**src/rtl/jacf_pkg.sv**
```systemverilog
package jacf_pkg;

    // command codes, last_reg keeps CMD_NONE when nothing is held
    typedef enum logic [3:0] {
        CMD_ROT_CW  = 4'd0,
        CMD_ROT_CCW = 4'd1,
        CMD_LEFT    = 4'd2,
        CMD_RIGHT   = 4'd3,
        CMD_DOWN    = 4'd4,
        CMD_DROP    = 4'd5,
        CMD_GRAVITY = 4'd6,
        CMD_NONE    = 4'd8
    } cmd_t;

    localparam int NUM_BUTTON_CMDS = 6;
    localparam int CMD_WIDTH       = 3;
    localparam int CFG_IDX_WIDTH   = 3;
    localparam int CFG_DATA_WIDTH  = 8;
    localparam int CHAT_WIDTH      = 6;
    localparam int REP_WIDTH       = 7;
    localparam int TICK_WIDTH      = 8;

    typedef enum logic [CFG_IDX_WIDTH-1:0] {
        REG_FALL_PERIOD    = 3'd0,
        REG_GLIDE_MINIMUM  = 3'd1,
        REG_REPEAT_DELAY   = 3'd2,
        REG_REPEAT_INTVL   = 3'd3,
        REG_CHATTER_ROTATE = 3'd4,
        REG_CHATTER_MOVE   = 3'd5,
        REG_CHATTER_DROP   = 3'd6
    } cfg_idx_t;

    typedef logic [CHAT_WIDTH-1:0]        chat_t;
    typedef logic [TICK_WIDTH-1:0]        tick_t;
    typedef logic signed [REP_WIDTH-1:0]  rep_t;

    typedef struct packed {
        tick_t fall_period;
        tick_t glide_minimum;
        chat_t repeat_initial_delay;
        chat_t repeat_interval;
        chat_t chatter_rotate;
        chat_t chatter_move;
        chat_t chatter_drop;
    } cfg_t;

    typedef struct packed {
        logic fire_pressed;
        logic up_pressed;
        logic left_pressed;
        logic right_pressed;
        logic down_pressed;
        logic gliding;
    } sample_t;

    localparam tick_t FALL_PERIOD_RESET    = 8'd200;
    localparam tick_t GLIDE_MINIMUM_RESET  = 8'd75;
    localparam chat_t REPEAT_DELAY_RESET   = 6'd40;
    localparam chat_t REPEAT_INTVL_RESET   = 6'd10;
    localparam chat_t CHATTER_ROTATE_RESET = 6'd12;
    localparam chat_t CHATTER_MOVE_RESET   = 6'd0;
    localparam chat_t CHATTER_DROP_RESET   = 6'd24;

    localparam rep_t  REPEAT_RESET = -$signed({1'b0, REPEAT_DELAY_RESET});
    localparam rep_t  REPEAT_MAX   = {1'b0, {(REP_WIDTH-1){1'b1}}};
    localparam tick_t TICK_MAX     = {TICK_WIDTH{1'b1}};

endpackage

```
**src/rtl/jacf_if.sv**
```systemverilog
interface jacf_cfg_if;
    logic                                valid;
    logic                                ready;
    logic [jacf_pkg::CFG_IDX_WIDTH-1:0]  index;
    logic [jacf_pkg::CFG_DATA_WIDTH-1:0] data;

    modport source (output valid, output index, output data, input ready);
    modport sink   (input valid, input index, input data, output ready);
endinterface

interface jacf_sample_if;
    logic valid;
    logic ready;
    logic fire_pressed;
    logic up_pressed;
    logic left_pressed;
    logic right_pressed;
    logic down_pressed;
    logic gliding;

    modport source (output valid, output fire_pressed, output up_pressed,
                    output left_pressed, output right_pressed, output down_pressed,
                    output gliding, input ready);
    modport sink   (input valid, input fire_pressed, input up_pressed,
                    input left_pressed, input right_pressed, input down_pressed,
                    input gliding, output ready);
endinterface

interface jacf_command_if;
    logic                           valid;
    logic                           ready;
    logic [jacf_pkg::CMD_WIDTH-1:0] command;

    modport source (output valid, output command, input ready);
    modport sink   (input valid, input command, output ready);
endinterface

```
**src/rtl/jacf_cfg_regs.sv**
```systemverilog
module jacf_cfg_regs (
    input  logic          clk,
    input  logic          rst_n,
    jacf_cfg_if.sink      cfg,
    output jacf_pkg::cfg_t regs
);
    import jacf_pkg::*;

    cfg_t cfg_reg;
    cfg_t cfg_next;

    assign cfg.ready = 1'b1;
    assign regs      = cfg_reg;

    always_comb
    begin
        cfg_next = cfg_reg;
        if (cfg.valid)
        begin
            case (cfg_idx_t'(cfg.index))
                REG_FALL_PERIOD:    cfg_next.fall_period          = cfg.data;
                REG_GLIDE_MINIMUM:  cfg_next.glide_minimum        = cfg.data;
                REG_REPEAT_DELAY:   cfg_next.repeat_initial_delay = cfg.data[CHAT_WIDTH-1:0];
                REG_REPEAT_INTVL:   cfg_next.repeat_interval      = cfg.data[CHAT_WIDTH-1:0];
                REG_CHATTER_ROTATE: cfg_next.chatter_rotate       = cfg.data[CHAT_WIDTH-1:0];
                REG_CHATTER_MOVE:   cfg_next.chatter_move         = cfg.data[CHAT_WIDTH-1:0];
                REG_CHATTER_DROP:   cfg_next.chatter_drop         = cfg.data[CHAT_WIDTH-1:0];
                default:            cfg_next = cfg_reg;
            endcase
        end
    end

    always_ff @(posedge clk or negedge rst_n)
    begin
        if (!rst_n)
        begin
            cfg_reg.fall_period          <= FALL_PERIOD_RESET;
            cfg_reg.glide_minimum        <= GLIDE_MINIMUM_RESET;
            cfg_reg.repeat_initial_delay <= REPEAT_DELAY_RESET;
            cfg_reg.repeat_interval      <= REPEAT_INTVL_RESET;
            cfg_reg.chatter_rotate       <= CHATTER_ROTATE_RESET;
            cfg_reg.chatter_move         <= CHATTER_MOVE_RESET;
            cfg_reg.chatter_drop         <= CHATTER_DROP_RESET;
        end
        else
        begin
            cfg_reg <= cfg_next;
        end
    end

endmodule

```
**src/rtl/jacf_in_stage.sv**
```systemverilog
module jacf_in_stage (
    input  logic              clk,
    input  logic              rst_n,
    jacf_sample_if.sink       sample,
    output jacf_pkg::sample_t stage_data,
    output logic              stage_valid,
    input  logic              stage_take
);
    import jacf_pkg::*;

    logic    valid_reg;
    logic    valid_next;
    sample_t data_reg;
    logic    load;

    // slot frees up in the same cycle the core takes it
    assign sample.ready = !valid_reg || stage_take;
    assign load         = sample.valid && sample.ready;

    always_comb
    begin
        valid_next = valid_reg;
        if (load)
        begin
            valid_next = 1'b1;
        end
        else if (stage_take)
        begin
            valid_next = 1'b0;
        end
    end

    always_ff @(posedge clk or negedge rst_n)
    begin
        if (!rst_n)
        begin
            valid_reg <= 1'b0;
        end
        else
        begin
            valid_reg <= valid_next;
        end
    end

    always_ff @(posedge clk)
    begin
        if (load)
        begin
            data_reg.fire_pressed  <= sample.fire_pressed;
            data_reg.up_pressed    <= sample.up_pressed;
            data_reg.left_pressed  <= sample.left_pressed;
            data_reg.right_pressed <= sample.right_pressed;
            data_reg.down_pressed  <= sample.down_pressed;
            data_reg.gliding       <= sample.gliding;
        end
    end

    assign stage_data  = data_reg;
    assign stage_valid = valid_reg;

endmodule

```
**src/rtl/jacf_filter_core.sv**
```systemverilog
module jacf_filter_core (
    input  logic              clk,
    input  logic              rst_n,
    input  jacf_pkg::cfg_t    regs,
    input  jacf_pkg::sample_t stage_data,
    input  logic              stage_valid,
    output logic              stage_take,
    jacf_command_if.source    result
);
    import jacf_pkg::*;

    cmd_t  last_reg;
    cmd_t  last_next;
    rep_t  rep_reg;
    rep_t  rep_next;
    tick_t tick_reg;
    tick_t tick_next;
    chat_t ign_reg  [NUM_BUTTON_CMDS];
    chat_t ign_next [NUM_BUTTON_CMDS];

    logic                 out_valid_reg;
    logic                 out_valid_next;
    logic [CMD_WIDTH-1:0] out_cmd_reg;

    tick_t                      period;
    logic                       gravity;
    cmd_t                       joy;
    cmd_t                       res;
    logic [NUM_BUTTON_CMDS-1:0] busy;
    logic                       arm_en;
    logic                       dec_en;
    rep_t                       rep_restart;
    rep_t                       rep_intvl;

    assign stage_take = stage_valid && (!out_valid_reg || result.ready);

    assign rep_restart = -$signed({1'b0, regs.repeat_initial_delay});
    assign rep_intvl   = $signed({1'b0, regs.repeat_interval});

    always_comb
    begin
        period  = (stage_data.gliding && (regs.fall_period < regs.glide_minimum))
                  ? regs.glide_minimum : regs.fall_period;
        gravity = (tick_reg >= period);

        if (stage_data.fire_pressed)       joy = CMD_DROP;
        else if (stage_data.up_pressed)    joy = CMD_ROT_CW;
        else if (stage_data.left_pressed)  joy = CMD_LEFT;
        else if (stage_data.right_pressed) joy = CMD_RIGHT;
        else if (stage_data.down_pressed)  joy = CMD_DOWN;
        else                               joy = CMD_NONE;

        for (int i = 0; i < NUM_BUTTON_CMDS; i++)
        begin
            busy[i] = (ign_reg[i] != '0);
        end

        last_next = last_reg;
        rep_next  = rep_reg;
        tick_next = tick_reg;
        res       = CMD_NONE;
        arm_en    = 1'b0;
        dec_en    = 1'b0;

        if (gravity)
        begin
            tick_next = '0;
            res       = CMD_GRAVITY;
        end
        else
        begin
            dec_en = 1'b1;
            if ((joy != CMD_NONE) && busy[joy[CMD_WIDTH-1:0]])
            begin
                last_next = CMD_NONE;
            end
            else if (joy inside {CMD_LEFT, CMD_RIGHT, CMD_DOWN})
            begin
                if (last_reg != joy)
                begin
                    rep_next  = rep_restart;
                    last_next = joy;
                    res       = joy;
                end
                else if (rep_reg >= rep_intvl)
                begin
                    rep_next = '0;
                    res      = joy;
                end
                else if (rep_reg != REPEAT_MAX)
                begin
                    rep_next = rep_reg + rep_t'(1);
                end
            end
            else if (joy inside {CMD_DROP, CMD_ROT_CW})
            begin
                if (last_reg != joy)
                begin
                    last_next = joy;
                    res       = joy;
                end
            end
            else
            begin
                arm_en    = (last_reg != CMD_NONE);
                last_next = CMD_NONE;
                rep_next  = rep_restart;
            end

            if ((res == CMD_DOWN) || (res == CMD_DROP))
            begin
                tick_next = '0;
            end
            else if (tick_reg != TICK_MAX)
            begin
                tick_next = tick_reg + tick_t'(1);
            end
        end
    end

    // per-counter arm then count down, arming only an idle counter
    always_comb
    begin
        chat_t base;
        for (int i = 0; i < NUM_BUTTON_CMDS; i++)
        begin
            base = ign_reg[i];
            if (arm_en && (last_reg == cmd_t'(i)) && !busy[i])
            begin
                if ((cmd_t'(i) == CMD_ROT_CW) || (cmd_t'(i) == CMD_ROT_CCW))
                    base = regs.chatter_rotate;
                else if (cmd_t'(i) == CMD_DROP)
                    base = regs.chatter_drop;
                else
                    base = regs.chatter_move;
            end
            if (dec_en && (base != '0))
                ign_next[i] = base - chat_t'(1);
            else
                ign_next[i] = base;
        end
    end

    always_comb
    begin
        out_valid_next = out_valid_reg;
        if (stage_take)
        begin
            out_valid_next = (res != CMD_NONE);
        end
        else if (result.ready)
        begin
            out_valid_next = 1'b0;
        end
    end

    always_ff @(posedge clk or negedge rst_n)
    begin
        if (!rst_n)
        begin
            last_reg      <= CMD_NONE;
            rep_reg       <= REPEAT_RESET;
            tick_reg      <= '0;
            out_valid_reg <= 1'b0;
            for (int i = 0; i < NUM_BUTTON_CMDS; i++)
            begin
                ign_reg[i] <= '0;
            end
        end
        else
        begin
            out_valid_reg <= out_valid_next;
            if (stage_take)
            begin
                last_reg <= last_next;
                rep_reg  <= rep_next;
                tick_reg <= tick_next;
                for (int i = 0; i < NUM_BUTTON_CMDS; i++)
                begin
                    ign_reg[i] <= ign_next[i];
                end
            end
        end
    end

    always_ff @(posedge clk)
    begin
        if (stage_take)
        begin
            out_cmd_reg <= res[CMD_WIDTH-1:0];
        end
    end

    assign result.valid   = out_valid_reg;
    assign result.command = out_cmd_reg;

endmodule

```
**src/rtl/joystick_autorepeat_chatter_filter.sv**
```systemverilog
// channel   modport  payload
// cfg       sink     index[2:0] register number, data[7:0] value (6-bit regs use data[5:0])
// sample    sink     fire/up/left/right/down_pressed, gliding
// result    source   command[2:0]
//
// one sample transfer per cycle sustained while the result is not stalled; a command reaches the output
// after its sample has passed the input register and then the result register around the update logic
// samples that produce no command are absorbed without an output transfer
// reset restores the register defaults and clears the filter state, no sweep needed
// a stalled result holds the result register; the input register still takes one more sample
module joystick_autorepeat_chatter_filter (
    input  logic           clk,
    input  logic           rst_n,
    jacf_cfg_if.sink       cfg,
    jacf_sample_if.sink    sample,
    jacf_command_if.source result
);
    import jacf_pkg::*;

    // live configuration; the user must write it only while the filter is idle, the block does not enforce this
    cfg_t    regs;

    // registered sample waiting for the update logic
    sample_t stage_data;
    logic    stage_valid;
    logic    stage_take;

    jacf_cfg_regs u_cfg_regs (
        .clk   (clk),
        .rst_n (rst_n),
        .cfg   (cfg),
        .regs  (regs)
    );

    // input register, refills while the core consumes
    jacf_in_stage u_in_stage (
        .clk         (clk),
        .rst_n       (rst_n),
        .sample      (sample),
        .stage_data  (stage_data),
        .stage_valid (stage_valid),
        .stage_take  (stage_take)
    );

    // gravity check, priority encode, repeat and chatter counters, result register
    jacf_filter_core u_core (
        .clk         (clk),
        .rst_n       (rst_n),
        .regs        (regs),
        .stage_data  (stage_data),
        .stage_valid (stage_valid),
        .stage_take  (stage_take),
        .result      (result)
    );

endmodule

```
**src/flat_wrapper.sv**
```systemverilog
// flat-port wrapper written by rule: the top's interface ports become plain ports
module joystick_autorepeat_chatter_filter_flat import jacf_pkg::*;
  (clk, rst_n, cfg_valid, cfg_index, cfg_data, cfg_ready, sample_valid, sample_fire_pressed, sample_up_pressed, sample_left_pressed, sample_right_pressed, sample_down_pressed, sample_gliding, sample_ready, result_valid, result_command, result_ready);
  jacf_cfg_if cfg_i ();
  jacf_sample_if sample_i ();
  jacf_command_if result_i ();
  input  logic clk;
  input  logic rst_n;
  input wire logic [$bits(cfg_i.valid)-1:0] cfg_valid;
  input wire logic [$bits(cfg_i.index)-1:0] cfg_index;
  input wire logic [$bits(cfg_i.data)-1:0] cfg_data;
  output wire logic [$bits(cfg_i.ready)-1:0] cfg_ready;
  input wire logic [$bits(sample_i.valid)-1:0] sample_valid;
  input wire logic [$bits(sample_i.fire_pressed)-1:0] sample_fire_pressed;
  input wire logic [$bits(sample_i.up_pressed)-1:0] sample_up_pressed;
  input wire logic [$bits(sample_i.left_pressed)-1:0] sample_left_pressed;
  input wire logic [$bits(sample_i.right_pressed)-1:0] sample_right_pressed;
  input wire logic [$bits(sample_i.down_pressed)-1:0] sample_down_pressed;
  input wire logic [$bits(sample_i.gliding)-1:0] sample_gliding;
  output wire logic [$bits(sample_i.ready)-1:0] sample_ready;
  output wire logic [$bits(result_i.valid)-1:0] result_valid;
  output wire logic [$bits(result_i.command)-1:0] result_command;
  input wire logic [$bits(result_i.ready)-1:0] result_ready;
  assign cfg_i.valid = cfg_valid;
  assign cfg_i.index = cfg_index;
  assign cfg_i.data = cfg_data;
  assign cfg_ready = cfg_i.ready;
  assign sample_i.valid = sample_valid;
  assign sample_i.fire_pressed = sample_fire_pressed;
  assign sample_i.up_pressed = sample_up_pressed;
  assign sample_i.left_pressed = sample_left_pressed;
  assign sample_i.right_pressed = sample_right_pressed;
  assign sample_i.down_pressed = sample_down_pressed;
  assign sample_i.gliding = sample_gliding;
  assign sample_ready = sample_i.ready;
  assign result_valid = result_i.valid;
  assign result_command = result_i.command;
  assign result_i.ready = result_ready;
  joystick_autorepeat_chatter_filter u_core (.clk(clk), .rst_n(rst_n), .cfg(cfg_i), .sample(sample_i), .result(result_i));
endmodule
```
**config.mk**
```make
export PLATFORM = sky130hd
export DESIGN_NAME = joystick_autorepeat_chatter_filter_flat
export DESIGN_NICKNAME = d
export VERILOG_FILES = /design/src/rtl/jacf_pkg.sv /design/src/rtl/jacf_if.sv /design/src/rtl/jacf_cfg_regs.sv /design/src/rtl/jacf_in_stage.sv /design/src/rtl/jacf_filter_core.sv /design/src/rtl/joystick_autorepeat_chatter_filter.sv /design/src/flat_wrapper.sv
export SDC_FILE = /design/constraint.sdc
export NUM_CORES = 1
export LEC_CHECK = 0
export BUFFER_PORTS_ARGS = -buffer_cell sky130_fd_sc_hd__buf_2
export CAP_MARGIN = 20
export CORE_MARGIN = 4
export CORE_UTILIZATION = 45
export CTS_BUF_LIST = sky130_fd_sc_hd__clkbuf_8
export DETAILED_ROUTE_END_ITERATION = 10
export GPL_TIMING_DRIVEN = 0
export SKIP_LAST_GASP = 1
export SLEW_MARGIN = 5
export SYNTH_ARGS = -nofsm -noshare
export SYNTH_HDL_FRONTEND = slang
export SYNTH_HIERARCHICAL = 1
export SYNTH_SLANG_ARGS = --single-unit
export TNS_END_PERCENT = 20
```
**constraint.sdc**
```tcl
create_clock -name clk -period 8.31 [get_ports clk]
set_clock_uncertainty 0.15 [all_clocks]
set_input_delay 1.662 -clock clk [delete_from_list [all_inputs] [get_ports clk]]
set_output_delay 1.662 -clock clk [all_outputs]
set_load 0.005 [all_outputs]
```
==> flow_results.org, run 1 <==
** Critical path
- Measured in cells, the most critical reg-to-reg path has a length of 20.
- Worst setup EP type :: flop
- Beginning of the worst register-to-register path :: u_core/u_cfg_regs/regs[31]
- Data arrival time at the worst-slack endpoint :: 5.85 ns
- Of all nets on the critical path, the largest fanout is 10.
- At the worst endpoint, the required time is 8.41 ns.
- Startpoint-to-endpoint class of the critical path :: flop to flop
- STA classifies the critical path startpoint as a flop.
- The worst register-to-register path has a setup slack of 2.56 ns.
- R2r endpoint :: u_core/u_core/ign_reg[22]

** Die
- The die covers 16,800 sq um.
- The initialized floorplan defines 44 standard-cell rows.
- In this run the vertical extent of the chip is 130 um.
- For this design the top-level I/O count stands at 28.
- For this configuration, the core starts out at a cell density of 45.8%.
- Total core area :: 14,500 sq um
- The floorplan step set the die width to 130 um.

** CTS
- After clock tree synthesis, the clock-pin slew on the worst setup and hold paths is 0.11 ns.
- Hold repair after CTS inserted 0 buffers.
- Post-CTS timing repair inserted 0 buffers for setup.
- Library cell used as clock root buffer :: sky130_fd_sc_hd__clkbuf_8
- Clock tree from TritonCTS :: built
- The H-tree was split into 3 levels.
- Number of clock sinks :: 112
- Once the clock tree was built, the resizer swapped 0 gates to a different size.
- Max clock buf depth :: 2
- Num CTS Buffers :: 9
- Worst-Skew Late Latency :: 0.39 ns

** Logic synthesis
- Flip-flop and latch count after synthesis :: 112
- Predominant post-synthesis flop cell :: sky130_fd_sc_hd__dfrtp_1
- Number of enable flip-flop cells after synthesis :: 9
- Synthesis produced a netlist with a net count of 714.
- Cell area after synthesis :: 6660 sq um
- For this run, the number of Yosys warnings is 6.
- Synth async-reset ratio :: 92.0%
- Mapped Cells :: 662
- Post-synthesis sequential area ratio :: 43.1%
- Top post-synthesis cells by area :: sky130_fd_sc_hd__dfrtp_1 32%, sky130_fd_sc_hd__mux2_2 8.6%, sky130_fd_sc_hd__dfstp_2 7.5%
- Average instance area after synthesis :: 10.1 sq um
- The biggest area contributor in the post-synthesis netlist is sky130_fd_sc_hd__dfrtp_1.
- After synthesis, the largest area contributor takes up 31.6% of total cell area.
- Distinct cell type count of the synthesized netlist :: 82

** STA
- Final Hold Violating Endpoints :: 0
- Fin crit share :: 69.2%
- The count of final max-slew check failures is 0.
- Transition time at the pin with the least slew margin :: 0.929 ns
- The worst path in the final design needs a cycle of 5.75 ns, including I/O delays and setup.
- Headroom to the max-slew limit came out at 38.1%.
- Number of failing setup endpoints in the final timing report :: 0
- RSZ-0062 raised after global routing :: no
- Worst hold slack across all endpoints :: 0.364 ns
- Sum of negative setup slack :: 0 ns
- Timing would allow up to 174 MHz.

** Drt
- Post-detailed-route DRC marker count :: 0
- The pre-antenna-repair detailed-routing pass consisted of 6 iterations.
- The count of nets left with antenna violations once routing finished came out at 0.
- After detailed routing, the average wire length per cell comes to 19.6 um.
- Vias after detailed routing :: 5,437
- Mean number of vias per cell :: 6.14
- Drt total wl :: 17.4 mm
- Count of routing violations after the opening detailed-route iteration :: 375

** Finish
- The register with the most flip-flops in the layout has 46 of them.
- The repair_antennas step left the layout with diodes totalling 0.
- Filler Cell Count :: 1,374
- Leaving out filler cells and counting taps, the final layout contains 885.
- Layout overhead on the synthesized area :: 8.78%
- Cells with a size suffix above 1 make up 20.3% of the layout.
- In the layout the commonest cells are 84 x sky130_fd_sc_hd__dfrtp_1, 51 x sky130_fd_sc_hd__mux2_2, 47 x sky130_fd_sc_hd__nor2_1, 45 x sky130_fd_sc_hd__nand2_1, 40 x sky130_fd_sc_hd__a21oi_1.
- The library cell used most frequently in the layout, excluding fill and tap cells, is sky130_fd_sc_hd__dfrtp_1.
- Net count, final :: 748

** GRT
- Overflow left after global routing :: 0
- The via count of the first global-routing pass was 5,379.
- First-pass GRT wire length :: 28.1 mm
- In the global route stage, overall resource usage came out at 21.5%.
- Pin count of the biggest net entering global routing :: 62
- The initial antenna violation count is 0.

** Min path
- Hold wc startpoint :: u_core/u_core/rep_reg[4]
- Hold worst-path end :: u_core/u_core/rep_reg[4]
- Type of the tightest min-delay check :: flop to flop
- Hold path cells :: 2

** Status
- The run finished with clean final reports.

** Place
- Placer's final routability congestion estimate :: 0.946
- Buffers placed on the I/O ports in this run total 22.
- Placed wire-length estimate after detailed placement :: 12.7 mm
- Placed insts :: 869

** Pwr
- Leak :: 0.00301 uW
- IR analysis of the VDD net gives a maximum drop of 0.184 mV.
- Power density cells :: 295 nW/um^2

** Job
- Max-cap violations in this run came to 0.
critical path: stages (launching register included):
cell                       delay (ns)
sky130_fd_sc_hd__dfstp_2         0.56
sky130_fd_sc_hd__inv_1           0.05
sky130_fd_sc_hd__ha_1            0.28
sky130_fd_sc_hd__a21o_1          0.16
sky130_fd_sc_hd__a21o_1          0.18
sky130_fd_sc_hd__a211oi_1        0.25
sky130_fd_sc_hd__o211ai_1        0.13
sky130_fd_sc_hd__nand2_1         0.36
sky130_fd_sc_hd__mux2_2          0.39
sky130_fd_sc_hd__ha_1            0.27
sky130_fd_sc_hd__nand2b_1        0.09
sky130_fd_sc_hd__a31oi_1         0.17
sky130_fd_sc_hd__o21ai_1         0.74
sky130_fd_sc_hd__nor3_1          0.19
sky130_fd_sc_hd__clkbuf_1        0.26
sky130_fd_sc_hd__a21oi_1         0.24
sky130_fd_sc_hd__ha_1            0.19
sky130_fd_sc_hd__nand3_1         0.12
sky130_fd_sc_hd__or4_1           0.56
sky130_fd_sc_hd__o21ai_0         0.16
sky130_fd_sc_hd__o21ai_0         0.10
per-stage QoR:
stage / util, % / worst slack, ns / total power (uW) / cell area, sq um
2_1_floorplan: - / 3.54 / 1510 / 6660
3_3_place_gp: 48.1 / 2.73 / 1730 / 7000
3_5_place_dp: 48.3 / 2.53 / 1780 / 7030
4_1_cts: 49.8 / 2.50 / 2140 / 7240
5_1_grt: 49.8 / 2.20 / 2300 / 7240
6_report: 49.8 / 2.56 / 2130 / 7240
how the worst max path moves through the flow:
stage | to | slack, ns | start | cells past startpoint
after global placement | sample_ready | 2.73 | result_ready | 7
after detailed placement | u_core/u_core/ign_reg[22] | 2.53 | u_core/u_cfg_regs/regs[31] | 20
after global routing | u_core/u_core/ign_reg[22] | 2.20 | u_core/u_cfg_regs/regs[31] | 20
after floorplan | u_core/u_core/ign_reg[22] | 3.54 | u_core/u_cfg_regs/regs[31] | 20
after CTS | u_core/u_core/ign_reg[22] | 2.50 | u_core/u_cfg_regs/regs[31] | 20
final | u_core/u_core/ign_reg[22] | 2.56 | u_core/u_cfg_regs/regs[31] | 20
final cells by class:
cell class	instances	area, sq um	share of cell area (%)
plain buffers	25	124	1.71
clock buffers	10	138	1.90
clock inverters	6	76.3	1.05
inverters	23	86.3	1.19
multi-input cells	502	3570	49.4
flip-flops and latches	112	2870	39.7
well taps	184	230	3.18
repair buffers	23	140	1.94
per-layer routing:
layer	part of all wire [%]	wire length, um	global-route usage [%]	up-vias
li1	-	-	-	2575
met3	4.1	715	4.29	33
met2	47	8150	34.2	141
met1	46	8010	29.3	2688
met4	2.9	502	7.58	0
met5	0	0	0	-
cells in the mapped netlist (all sizes together), types with 4 or more instances:
library cell / instances
a2111o: 6
a211o: 4
a211oi: 8
a21o: 7
a21oi: 41
a31oi: 20
and2: 7
and3: 5
buf: 11
clkbuf: 14
dfrtp: 84
dfstp: 19
edfxtp: 9
ha: 30
inv: 22
mux2: 52
mux2i: 12
nand2: 45
nand2b: 12
nand3: 26
nand4: 15
nand4b: 7
nor2: 48
nor3: 17
nor3b: 5
nor4: 10
nor4b: 4
o2111ai: 4
o211ai: 4
o21ai: 43
o41ai: 4
or2: 4
or3: 11
or4: 6
xnor2: 5
xor2: 4
power breakdown:
part	internal, uW	total [uW]	switching [uW]
Clock	153	351	199
Combinational	357	852	496
Sequential	742	930	188
kinds of logic (layout without fill, tap and decap cells):
family | count (synthesis) | count (layout) | share of synthesized area, %
buf+inv | 48 | 87 | 3.16
other cells | 1 | 1 | 0.0563
flops | 112 | 112 | 43.1
xor+xnor | 9 | 9 | 1.18
fa+ha+maj | 30 | 30 | 5.64
simple gates | 231 | 231 | 19.2
compound gates | 166 | 166 | 16.7
mux | 65 | 65 | 10.9
Power figures use the tool's default switching activity.
==> run 2: changes to the inputs <==
==> constraint.sdc (replaced) <==
create_clock -name clk -period 5.7 [get_ports clk]
set_clock_uncertainty 0.15 [all_clocks]
set_input_delay 1.14 -clock clk [delete_from_list [all_inputs] [get_ports clk]]
set_output_delay 1.14 -clock clk [all_outputs]
set_load 0.005 [all_outputs]
==> flow_results.org, run 2 (synthesis results as in run 1) <==
** GRT
- Pin count of the biggest net entering global routing :: 62
- The via count of the first global-routing pass is 5,381.
- Overflow left after global routing :: 0
- The initial antenna violation count was 0.
- The first global-routing pass estimated 28.1 mm of wire.
- GRT Util Overall :: 21.5%

** Drt
- Vias after detailed routing :: 5,434
- TritonRoute pass-1 iters :: 6
- After detailed routing, the number of remaining DRC violations is 0.
- Using the TritonRoute via totals, the vias-per-cell ratio works out to 6.14.
- After detailed routing, the total wire length is 17.4 mm.
- Count of routing violations after the opening detailed-route iteration :: 347
- Remaining antenna violation count after routing :: 0
- Routed WL per cell :: 19.6 um

** Place
- Placement Setup Slack :: -0.0771 ns
- Buffers added on ports :: 22
- In this run, placement finished with an instance count of 869.
- The congestion estimate from routability-driven global placement came to 0.946.
- Once detailed placement completed, the half-perimeter wirelength came to 12.7 mm.

** STA
- Setup violations remaining at the end of the flow were counted as 0.
- At the pin with the least slew margin, the transition time is 0.913 ns.
- The count of final max-slew check failures came to 0.
- Slew headroom :: 39.1%
- Sum of negative setup slack :: 0 ns
- Static timing analysis puts the maximum clock frequency at 182 MHz.
- RSZ-0062 raised after global routing :: yes
- The final-report hold violation count was 0.
- Fin crit share :: 96.3%
- Setup slack closes at 0.209 ns.
- Shortest clock period the worst path allows after layout :: 5.49 ns

** Pwr
- Leak :: 0.00301 uW
- Total Power Consumption :: 3120 uW
- Power density cells :: 430 nW/um^2
- Highest ir drop seen on vdd :: 0.270 mV

** Finish
- Relative to the synthesized area, the layout overhead comes to 8.89%.
- In the final layout, the share of cells above drive strength 1 is 20.5%.
- Excluding fillers, the count of instances in the completed layout stands at 885.
- Diode insertion count for antenna repair :: 0
- The net count of the finished layout is 748.
- Most frequent cells in the layout :: 84 x sky130_fd_sc_hd__dfrtp_1, 51 x sky130_fd_sc_hd__mux2_2, 47 x sky130_fd_sc_hd__nor2_1, 45 x sky130_fd_sc_hd__nand2_1, 39 x sky130_fd_sc_hd__a21oi_1
- Flip-flop count of the largest register after layout :: 46
- The library cell used most frequently in the layout, excluding fill and tap cells, is sky130_fd_sc_hd__dfrtp_1.
- After filler insertion, the fill cell instance count of the layout stands at 1,374.

** Die
- The die is 130 um wide.
- The die is 130 um tall.
- Pin placement for this block handled 28 I/O pins.
- The die covers 16,800 sq um.
- Count of standard-cell rows :: 44
- Total core area :: 14,500 sq um
- Starting density of the core :: 45.8%

** Status
- The run finished with clean final reports.

** CTS
- Number of clock sinks :: 112
- Hold Buf Count CTS :: 0
- CTS clock-pin slew for the worst setup and hold paths :: 0.11 ns
- In this run the number of H-tree levels came out at 3.
- Worst-Skew Late Latency :: 0.39 ns
- The longest clock path from root to sink contains 2 buffers.
- Clock tree from TritonCTS :: built
- Library cell used as clock root buffer :: sky130_fd_sc_hd__clkbuf_8
- Num CTS Buffers :: 9
- Post-CTS setup buffer count :: 0

** Critical path
- For the worst setup path, the data arrival time is 5.59 ns.
- Crit-path cells :: inv_1, ha_1, a21o_1, a21o_1, a211oi_1, o211ai_1, nand2_1, mux2_2, ha_1, nand2b_1, a31oi_1, o21ai_2, nor3_1, clkbuf_1, a21oi_1, ha_1, nand3_1, or4_1, o21ai_0, o21ai_0
- Along the worst path, the maximum fanout reaches 10.
- CP peak stage delay :: 0.56 ns
- The worst setup path is of the flop to flop kind.
- R2r endpoint :: u_core/u_core/ign_reg[22]
- The startpoint identified for the worst register-to-register timing path is u_core/u_cfg_regs/regs[31].
- Worst setup EP type :: flop
- Worst reg-to-reg setup slack :: 0.21 ns
- Cell type with the highest occurrence count on the critical path :: sky130_fd_sc_hd__ha_1
- R2R cell count :: 20
- Cell at the slowest stage of the critical path :: sky130_fd_sc_hd__dfstp_2
- At the worst endpoint, the required time is 5.80 ns.
- The worst setup path is launched from a flop.

** Min path
- The startpoint identified for the worst hold timing path is u_core/u_core/rep_reg[4].
- The min-delay analysis places its worst path in the category flop to flop.
- The path with the worst hold slack has its endpoint at u_core/u_core/rep_reg[4].
- Hold path cells :: 2

** Job
- Across the run, the number of max-cap violations was 0.
-- run 2: worst max-delay path, delay by kind of cell, from the launching register on --
family | cells | cell delay (ns)
compound gates | 9 | 1.91
fa+ha+maj | 3 | 0.74
buf+inv | 2 | 0.30
flops | 1 | 0.56
mux | 1 | 0.39
simple gates | 5 | 1.29
-- run 2: worst max-delay path by stage --
stage / startpoint / endpoint / slack, ns / depth (start not counted)
finish: u_core/u_cfg_regs/regs[31] / u_core/u_core/ign_reg[22] / 0.21 / 20
global route: u_core/u_cfg_regs/regs[31] / u_core/u_core/ign_reg[22] / -0.12 / 20
CTS: u_core/u_cfg_regs/regs[31] / u_core/u_core/ign_reg[28] / 0.13 / 19
detailed placement: u_core/u_cfg_regs/regs[31] / u_core/u_core/ign_reg[22] / -0.08 / 20
global placement: u_core/u_cfg_regs/regs[31] / u_core/u_core/ign_reg[22] / 0.18 / 20
floorplan: u_core/u_cfg_regs/regs[31] / u_core/u_core/ign_reg[22] / 0.93 / 20
-- run 2: stage by stage --
step / hold slack (ns) / area (sq um) / utilization (%)
6_report: 0.362 / 7250 / 49.9
3_5_place_dp: 0.345 / 7030 / 48.3
4_1_cts: 0.360 / 7240 / 49.8
5_1_grt: 0.379 / 7250 / 49.9
3_3_place_gp: 0.333 / 7000 / 48.1
2_1_floorplan: 0.311 / 6660 / -
-- run 2: layout make-up --
class	count	area, sq um	area share (%)
Buffer	25	124	1.71
Clock buffer	10	138	1.90
Tap cell	184	230	3.18
Inverter	23	86.3	1.19
Timing Repair Buffer	23	140	1.93
Clock inverter	6	76.3	1.05
Multi-Input combinational cell	502	3580	49.4
Sequential cell	112	2870	39.6
-- run 2: what timing repair did --
item | in CTS | in global routing
endpoints found under the setup margin | 1 | 12
cloned | 0 | 0
resized for setup | 1 | 2
-- run 2: layer usage --
layer / wire, um / global-route usage [%] / part of all wire (%)
met1: 7980 / 29.3 / 46
met2: 8200 / 34.2 / 47
met3: 750 / 4.29 / 4.3
met4: 452 / 7.58 / 2.6
met5: 0 / 0 / 0
-- run 2: power breakdown --
group          total, uW  switching [uW]  leakage, uW  internal [uW]
logic               1250             726      0.00158            521
clock network        512             290     0.000111            222
registers           1350             273      0.00132           1080
==> run 3: changes to the inputs <==
--- a/config.mk
+++ b/config.mk
@@ -5,7 +5,7 @@
 export SDC_FILE = /design/constraint.sdc
 export NUM_CORES = 1
 export LEC_CHECK = 0
-export BUFFER_PORTS_ARGS = -buffer_cell sky130_fd_sc_hd__buf_2
+export BUFFER_PORTS_ARGS = -buffer_cell sky130_fd_sc_hd__clkbuf_2
 export CAP_MARGIN = 20
 export CORE_MARGIN = 4
 export CORE_UTILIZATION = 45
==> flow_results.org, run 3 (synthesis results as in run 1) <==
** Status
- The run finished with clean final reports.

** Critical path
- Kind of cell adding the most delay to the critical path :: compound AO/OA/AOI/OAI gates
- The number of buffers and inverters on the critical path is 1.
- For the worst flop-to-flop path, the logic depth is 18.
- Beginning of the worst register-to-register path :: u_core/u_cfg_regs/regs[31]
- Critical-path maximum fanout :: 10
- The critical path is of the flop to flop type.
- Cell type with the highest occurrence count on the critical path :: sky130_fd_sc_hd__ha_1
- For flop-to-flop paths, the worst setup slack is 0.27 ns.
- Crit-path cells :: inv_1, ha_1, a21o_1, a21o_1, a211oi_1, o211ai_1, nand2_1, mux2_2, ha_1, nand2b_1, a31oi_1, o211ai_1, nor2_1, a21oi_1, ha_1, o2111ai_1, a2111o_1, nand3_1
- On the worst path, the slowest cell contributes a delay of 0.76 ns.
- Following the worst setup path forward leads to its endpoint at u_core/u_core/ign_reg[4].
- Startpoint types :: flop
- R2r endpoint :: u_core/u_core/ign_reg[4]
- Depth of the critical timing path with buffers and inverters included :: 18
- CP Data Required Time :: 5.89 ns
- STA classifies the critical path endpoint as a flop.
- STA puts the critical path data arrival time at 5.62 ns.
- For this design, the slowest cell found on the critical path is sky130_fd_sc_hd__o211ai_1.
- The critical path starts at u_core/u_cfg_regs/regs[31].

** Die
- In this run the horizontal extent of the chip is 130 um.
- Number of top-level pins :: 28
- The floorplan step defined a core boundary enclosing 14,500 sq um.
- The initial utilization of the core area, before any placement, comes to 45.8%.
- The floorplan has 44 rows.
- Overall die area :: 16,800 sq um
- Die Span Y :: 130 um

** CTS
- TritonCTS built the clock tree.
- For the worst-skew pair, the clock arrives at the later sink with an insertion delay of 0.40 ns.
- The clock net in this run drives a total of 112 sinks.
- No sink is reached through more buffers than the 2 on the longest clock path.
- Post-CTS timing repair inserted 0 buffers for setup.
- Clock-pin slew was measured on the worst setup and hold paths at 0.11 ns.
- Num CTS Buffers :: 9
- In this run the number of H-tree levels came out at 3.
- CTS placed an instance of sky130_fd_sc_hd__clkbuf_8 at the clock tree root.

** Pwr
- For this design the static power due to leakage is 0.00301 uW.
- Power spread over the standard cell area amounts to 435 nW/um^2.
- Highest ir drop seen on vdd :: 0.255 mV

** Drt
- The routed design has 17.3 mm of wire.
- In the routed design, unresolved DRC markers number 0.
- Once detail routing completed, the nets flagged for antenna violations numbered 0.
- In the routed layout, each cell is associated on average with a via count of 6.20.
- Dividing the detail-routed wire length by the instance count gives 19.6 um.
- Count of routing violations after the opening detailed-route iteration :: 439
- The routed layout has 5,479 vias.
- TritonRoute pass-1 iters :: 7

** GRT
- First-pass GRT wire length :: 28.2 mm
- Number of global-route vias before repair :: 5,233
- Antenna violations before repair :: 0
- Pin count of the biggest net entering global routing :: 104
- Global routing consumed, over all layers together, 21.5% of the routing resources.
- The total overflow left after global routing is 0.

** Place
- The count of buffers added on input and output ports is 22.
- At the end of routability-driven placement, the weighted congestion stood at 0.942.
- Placed insts :: 868
- Detailed placement finished with a half-perimeter wire length of 12.5 mm.

** STA
- Setup violations remaining at the end of the flow were counted as 0.
- Highest clock frequency the design can meet :: 184 MHz
- After layout, the minimum clock period comes to 5.43 ns.
- The count of final max-slew check failures was 0.
- For the pin with the worst max-slew slack, the measured transition is 0.907 ns.
- Final Hold Violating Endpoints :: 0
- Setup repair after global routing could not meet its margin everywhere.
- After layout, the worst path uses 95.2% of the clock period.
- For the final routed database, the setup TNS stands at 0 ns.
- The worst pin sits at a relative slew slack of 39.5%.

** Finish
- 0 antenna diodes ended up in the layout.
- In the final design database the tool counted 747 nets.
- Share of the core filled with cells :: 50.0%
- The register with the most flip-flops in the layout has 46 of them.
- Layout overhead on the synthesized area :: 9.12%
- Most common cell after layout, fill and taps aside :: sky130_fd_sc_hd__dfrtp_1
- Most frequent cells in the layout :: 84 x sky130_fd_sc_hd__dfrtp_1, 51 x sky130_fd_sc_hd__mux2_2, 46 x sky130_fd_sc_hd__nor2_1, 45 x sky130_fd_sc_hd__nand2_1, 39 x sky130_fd_sc_hd__a21oi_1
- Count of non-filler cells in the finished layout :: 884
- Share of post-route cells with drive strength above 1 :: 20.6%

** Min path
- The path class of the tightest hold or removal check is flop to flop.

** Job
- Across the run, the number of max-cap violations was 0.
[run 3: layout make-up]
cell class | instances | area, sq um
flip-flops and latches | 112 | 2870
inverters | 23 | 86.3
fillers | 1355 | 7270
clock buffers | 10 | 138
clock inverters | 6 | 96.3
repair buffers | 22 | 119
well taps | 184 | 230
plain buffers | 25 | 124
multi-input cells | 502 | 3600
[run 3: where the power goes]
group | internal [uW] | switching, uW | total (uW) | leakage [uW]
clock | 267 | 289 | 556 | 0.000121
sequential | 1080 | 274 | 1360 | 0.00132
combinational | 520 | 731 | 1250 | 0.00157
[run 3: worst min-delay path by stage]
| stage | start | end | slack (ns) | depth (start not counted) |
|---|---|---|---|---|
| global route | u_core/u_core/rep_reg[4] | u_core/u_core/rep_reg[4] | 0.37 | 2 |
| finish | u_core/u_core/rep_reg[4] | u_core/u_core/rep_reg[4] | 0.36 | 2 |
| CTS | u_core/u_core/rep_reg[4] | u_core/u_core/rep_reg[4] | 0.36 | 2 |
| floorplan | u_core/u_core/ign_reg[0] | u_core/u_core/ign_reg[0] | 0.31 | 2 |
| global placement | u_core/u_core/ign_reg[0] | u_core/u_core/ign_reg[0] | 0.33 | 2 |
| detailed placement | u_core/u_core/rep_reg[4] | u_core/u_core/rep_reg[4] | 0.34 | 2 |
[run 3: per-layer routing]
layer / track usage (%) / vias up / routed length [um]
li1: - / 2566 / -
met1: 29.6 / 2711 / 7860
met2: 34.2 / 171 / 8250
met3: 4.58 / 31 / 866
met4: 6.60 / 0 / 353
met5: 0 / - / 0
[run 3: what timing repair did]
| action | 4_1_cts | 5_1_grt |
|---|---|---|
| endpoints found under the setup margin | 0 | 17 |
| hold buffers | 0 | 0 |
| resized for setup | 0 | 6 |
[run 3: metrics by stage]
step | cell area, sq um | power (uW) | hold WS, ns | worst slack, ns
floorplan | 6660 | 2200 | 0.311 | 0.925
global placement | 7000 | 2530 | 0.333 | 0.179
detailed placement | 7010 | 2590 | 0.342 | 0.00489
CTS | 7240 | 3160 | 0.357 | 0.00802
global route | 7260 | 3400 | 0.368 | -0.0835
finish | 7260 | 3160 | 0.359 | 0.271
[run 3: worst reg2reg max path, stage by stage (launching register included)]
cell,delay (ns)
sky130_fd_sc_hd__dfstp_2,0.56
sky130_fd_sc_hd__inv_1,0.05
sky130_fd_sc_hd__ha_1,0.28
sky130_fd_sc_hd__a21o_1,0.16
sky130_fd_sc_hd__a21o_1,0.18
sky130_fd_sc_hd__a211oi_1,0.26
sky130_fd_sc_hd__o211ai_1,0.13
sky130_fd_sc_hd__nand2_1,0.36
sky130_fd_sc_hd__mux2_2,0.39
sky130_fd_sc_hd__ha_1,0.26
sky130_fd_sc_hd__nand2b_1,0.09
sky130_fd_sc_hd__a31oi_1,0.21
sky130_fd_sc_hd__o211ai_1,0.76
sky130_fd_sc_hd__nor2_1,0.37
sky130_fd_sc_hd__a21oi_1,0.29
sky130_fd_sc_hd__ha_1,0.21
sky130_fd_sc_hd__o2111ai_1,0.17
sky130_fd_sc_hd__a2111o_1,0.39
sky130_fd_sc_hd__nand3_1,0.08
